<file path="config.mk">
export PLATFORM = sky130hd
export DESIGN_NAME = rtv_cfg_regs
export DESIGN_NICKNAME = d
export VERILOG_FILES = /design/src/design/rtv_pkg.sv /design/src/design/rtv_cfg_regs.sv
export SDC_FILE = /design/constraint.sdc
export NUM_CORES = 1
export LEC_CHECK = 0
export ABC_CLOCK_PERIOD_IN_PS = 3500
export BUFFER_PORTS_ARGS = -buffer_cell sky130_fd_sc_hd__buf_2
export CORE_ASPECT_RATIO = 1.2
export CORE_MARGIN = 2
export CORE_UTILIZATION = 50
export CTS_CLUSTER_DIAMETER = 30
export DETAILED_ROUTE_END_ITERATION = 8
export PLACE_DENSITY_LB_ADDON = 0.2
export SYNTH_ARGS = -nofsm -noshare
export SYNTH_HDL_FRONTEND = slang
export SYNTH_SLANG_ARGS = --single-unit
</file>
<file path="constraint.sdc">
create_clock -name i_clk -period 3.5 [get_ports i_clk]
set_input_delay 0.7 -clock i_clk [delete_from_list [all_inputs] [get_ports i_clk]]
set_output_delay 0.7 -clock i_clk [all_outputs]
set_load 0.01 [all_outputs]
</file>
<file path="src/design/rtv_pkg.sv">
// ----------------------------------------------------------------------------
// rtv_pkg: shared types and constants of the rigid transform block
// Configuration register map, reset values, the configuration bundle and the
// status codes that travel between the modules of the block.
// ----------------------------------------------------------------------------
package rtv_pkg;

    localparam int unsigned CFG_IDX_W  = 3;
    localparam int unsigned CFG_DATA_W = 48;
    localparam int unsigned ROW_W      = 48;
    localparam int unsigned ENTRY_W    = 16;
    localparam int unsigned OFFSET_W   = 32;
    localparam int unsigned TOL_W      = 29;

    // Register indexes of the configuration port.
    localparam logic [CFG_IDX_W-1:0] REG_ROT_ROW_ZERO    = 3'd0;
    localparam logic [CFG_IDX_W-1:0] REG_ROT_ROW_ONE     = 3'd1;
    localparam logic [CFG_IDX_W-1:0] REG_ROT_ROW_TWO     = 3'd2;
    localparam logic [CFG_IDX_W-1:0] REG_OFFSET_FWD      = 3'd3;
    localparam logic [CFG_IDX_W-1:0] REG_OFFSET_RGT      = 3'd4;
    localparam logic [CFG_IDX_W-1:0] REG_OFFSET_DWN      = 3'd5;
    localparam logic [CFG_IDX_W-1:0] REG_ORTHO_TOLERANCE = 3'd6;

    // Reset values: the identity rotation in Q1.14, zero offsets.
    localparam logic [ROW_W-1:0]    RST_ROT_ROW_ZERO    = 48'h0000_0000_4000;
    localparam logic [ROW_W-1:0]    RST_ROT_ROW_ONE     = 48'h0000_4000_0000;
    localparam logic [ROW_W-1:0]    RST_ROT_ROW_TWO     = 48'h4000_0000_0000;
    localparam logic [OFFSET_W-1:0] RST_OFFSET          = 32'h0000_0000;
    localparam logic [TOL_W-1:0]    RST_ORTHO_TOLERANCE = 29'd65536;

    typedef enum logic [1:0] {
        ST_OK        = 2'd0,
        ST_NOT_UNIT  = 2'd1,
        ST_NOT_ORTHO = 2'd2,
        ST_NOT_RIGHT = 2'd3
    } t_status;

    typedef struct packed {
        logic [2:0][ROW_W-1:0]    rot;
        logic [2:0][OFFSET_W-1:0] offs;
        logic [TOL_W-1:0]         tol;
    } t_cfg;

    // One signed rotation entry; column 0 sits in the low bits of a row.
    function automatic logic signed [ENTRY_W-1:0] rot_entry(
        input logic [2:0][ROW_W-1:0] rot,
        input logic [1:0]            r,
        input logic [1:0]            c
    );
        rot_entry = rot[r][{c, 4'b0000} +: ENTRY_W];
    endfunction

endpackage

</file>
<file path="src/design/rtv_cfg_regs.sv">
// ----------------------------------------------------------------------------
// rtv_cfg_regs: configuration register file
// Holds the rotation rows, the body-frame offsets and the check tolerance.
// Writes to an index outside the register map are dropped.
// ----------------------------------------------------------------------------
module rtv_cfg_regs (
    input  logic                               i_clk,
    input  logic                               i_rst_n,
    input  logic                               i_cfg_we,
    input  logic [rtv_pkg::CFG_IDX_W-1:0]      i_cfg_idx,
    input  logic [rtv_pkg::CFG_DATA_W-1:0]     i_cfg_data,
    output rtv_pkg::t_cfg                      o_cfg
);

    rtv_pkg::t_cfg r_cfg;

    always_ff @(posedge i_clk) begin
        if (!i_rst_n) begin
            r_cfg.rot[0]  <= rtv_pkg::RST_ROT_ROW_ZERO;
            r_cfg.rot[1]  <= rtv_pkg::RST_ROT_ROW_ONE;
            r_cfg.rot[2]  <= rtv_pkg::RST_ROT_ROW_TWO;
            r_cfg.offs[0] <= rtv_pkg::RST_OFFSET;
            r_cfg.offs[1] <= rtv_pkg::RST_OFFSET;
            r_cfg.offs[2] <= rtv_pkg::RST_OFFSET;
            r_cfg.tol     <= rtv_pkg::RST_ORTHO_TOLERANCE;
        end else if (i_cfg_we) begin
            unique case (i_cfg_idx)
                rtv_pkg::REG_ROT_ROW_ZERO: begin
                    r_cfg.rot[0] <= i_cfg_data[rtv_pkg::ROW_W-1:0];
                end
                rtv_pkg::REG_ROT_ROW_ONE: begin
                    r_cfg.rot[1] <= i_cfg_data[rtv_pkg::ROW_W-1:0];
                end
                rtv_pkg::REG_ROT_ROW_TWO: begin
                    r_cfg.rot[2] <= i_cfg_data[rtv_pkg::ROW_W-1:0];
                end
                rtv_pkg::REG_OFFSET_FWD: begin
                    r_cfg.offs[0] <= i_cfg_data[rtv_pkg::OFFSET_W-1:0];
                end
                rtv_pkg::REG_OFFSET_RGT: begin
                    r_cfg.offs[1] <= i_cfg_data[rtv_pkg::OFFSET_W-1:0];
                end
                rtv_pkg::REG_OFFSET_DWN: begin
                    r_cfg.offs[2] <= i_cfg_data[rtv_pkg::OFFSET_W-1:0];
                end
                rtv_pkg::REG_ORTHO_TOLERANCE: begin
                    r_cfg.tol <= i_cfg_data[rtv_pkg::TOL_W-1:0];
                end
                default: begin
                    r_cfg <= r_cfg;
                end
            endcase
        end
    end

    assign o_cfg = r_cfg;

endmodule

</file>
==> impl_metrics.json <==
{
  "critical_path_required_ps": 3920,
  "fin_crit_ps": 1900,
  "period_share_pct": 54.4,
  "wl_met1_mm": 10.8,
  "std_cell_rows": 56,
  "syn_nets": 991,
  "antenna_found_initial": 0,
  "pwr-share-clk_pct": 51.9,
  "slew_violations": 0,
  "yosysUniqueCellTypes": 14,
  "drive_gt1_share_pct": 32.4,
  "slew_headroom_pct": 35.5,
  "grt_pass1_wl_mm": 40.5,
  "slowest_delay_ps": 760,
  "synth_ff_type": "dfxtp_1",
  "crit_type": "in2reg",
  "synth_cells": 937,
  "power_density_nw_per_um2": 579,
  "arrival_ps": 2330,
  "clk_latency_ps": 510,
  "place_congestion": 0.811,
  "min_path_type": "reg2reg",
  "die_x_um": 132,
  "path_delay_family": "simple AND/OR/NAND/NOR gates",
  "syn_area_um2": 9770,
  "wl_mm": 26.1,
  "tightestPinTransition_ps": 965,
  "drt_pass1_iterations": 4,
  "route.met3.wl_mm": 1.80,
  "crit_path_start_kind": "primary input",
  "yosys_warnings": 0,
  "status": "finished clean",
  "cts_max_level": 2,
  "fin_nets": 1308,
  "clock_sinks": 269,
  "clock.fmax_ghz": 0.525,
  "synthTopCellsByCount": "nand2_1, dfxtp_1, mux2i_1, clkbuf_1, buf_2",
  "synthToLayoutAreaGrowth_pct": 32.0,
  "vdd_drop_max_mv": 0.329,
  "synth.largest_area_cell": "dfxtp_1",
  "critical_path.endpoint_type": "register",
  "synth-edff-count": 0,
  "viasPerCell": 5.00,
  "drc": 0,
  "postCtsSetupBuffers": 0,
  "cts_made_buffers": 42,
  "cts-root-buf": "clkbuf_16",
  "power.share.sequential_pct": 42.4,
  "core_area_um2": 19300,
  "seq_area_frac_synth_pct": 55.1,
  "first_iter_violations": 273,
  "io_buffers": 322,
  "p_leak_uw": 0.00704,
  "yosys.cell_count.top_type": "nand2_1",
  "wl_per_cell_um": 16.9,
  "highest_layer": "met4",
  "top_level_ports": 323,
  "grt_max_degree": 95,
  "crit_buf_inv": 2,
  "largest_reg_flops": 269,
  "rsz0062_at_grt": "no",
  "die-area_um2": 20700,
  "met2WireLength_mm": 12.5,
  "switching_share_pct": 23.3,
  "fin_tns_setup_ps": 0,
  "synthArstFlopShare_pct": 0,
  "clock_path_buffers": 3,
  "worstPathCellList": "buf_2, nand4bb_4, buf_4, mux2i_1",
  "ys_top_cells_by_area": "dfxtp_1, mux2i_1, nand2_1",
  "clkTransAtPathRegs_ps": 50,
  "placed_area_um2": 11600,
  "critPathMaxFanout": 27,
  "final_antenna_net_count": 0,
  "cts_tree": "yes",
  "track_usage_pct": 24.5,
  "post_cts_resized": 0,
  "synth_top_area_share_pct": 55.1,
  "vias": 7693,
  "grt_pass1_vias": 7413,
  "place_hpwl_mm": 17.3,
  "ys_ff_latch": 269,
  "n_antenna_cell": 0,
  "max-cap-violations": 0,
  "skew_ps": 0,
  "syn_area_per_cell_um2": 10.4,
  "slowest_stage": "nand4bb_4",
  "comb_power_share_pct": 5.6,
  "cts_hold_buf": 0,
  "overflow": 0,
  "start_util_pct": 50.5,
  "p_int_uw": 5720,
  "hold_viol": 0,
  "die_y_um": 157,
  "fin_area_um2": 12900,
  "switchingPower_uw": 1740,
  "finalSetupViolCount": 0
}
==> routing by layer <==
metal / vias to the layer above / GRT usage, %
met5: - / 0
li1: 3732 / -
met1: 3636 / 29.8
met4: 0 / 9.94
met2: 274 / 41.2
met3: 51 / 6.80
==> cells by family (layout without fill, tap and decap cells) <==
logic type,Yosys count,in the layout,synth area share (%)
AND/OR/NAND/NOR,329,329,13.5
multiplexers,269,269,27.6
flip-flops,269,269,55.1
buffers and inverters,70,412,3.80
==> worst reg2reg max path, stage by stage (launching register included) <==
cell     delay (ps)
dfxtp_1         350
nand2_1          60
mux2i_1         160
==> cells in the final DEF (no fill, tap or decap) <==
cell,instances
clkbuf_16,43
mux2i_1,269
buf_12,2
buf_4,19
nand4bb_4,3
clkbuf_8,1
nand2_1,313
clkinvlp_4,5
clkinv_4,5
clkinv_2,3
bufinv_16,2
buf_2,321
inv_6,6
buf_8,1
nand4b_1,3
inv_8,1
dfxtp_1,269
and4bb_2,1
nor4b_4,1
nor2b_1,8
clkbuf_1,3
==> through the flow <==
step	total power, uW	util (%)	hold slack (ps)	setup WS (ps)	instances
2_1_floorplan	3480	-	479	1750	937
3_3_place_gp	3650	59.9	440	1160	1471
3_5_place_dp	3650	59.9	443	1130	1471
4_1_cts	7530	66.7	444	1630	1540
5_1_grt	7700	66.7	459	1540	1540
6_report	7460	66.7	451	1600	1540
==> layout make-up <==
class,instances,area (um^2)
Tap cell,261,327
Clock buffer,47,1100
Sequential cell,269,5390
Clock inverter,22,220
Timing Repair Buffer,343,1800
Multi-Input combinational cell,598,4060
Fill cell,1585,6440
==> power groups by stage <==
| stage | clock network [uW] | registers (uW) | logic (uW) |
|---|---|---|---|
| 6_report | 3870 | 3170 | 421 |
| 5_1_grt | 4070 | 3170 | 455 |
| 4_1_cts | 3940 | 3170 | 425 |
| 3_5_place_dp | 0 | 3230 | 423 |
| 3_3_place_gp | 0 | 3230 | 418 |
| 2_1_floorplan | 0 | 3260 | 214 |
==> path summary, 6_finish.rpt <==
| check | slack (ps) | start | to | depth (start not counted) |
|---|---|---|---|---|
| worst max-delay path | 1600 | i_cfg_idx[2] | o_cfg[256] | 4 |
| worst min register to register | 450 | o_cfg[232] | o_cfg[232] | 2 |
| worst max register to register | 2840 | o_cfg[182] | o_cfg[182] | 2 |
| worst min-delay path | 450 | o_cfg[232] | o_cfg[232] | 2 |
(Power assumes the default switching activity.)
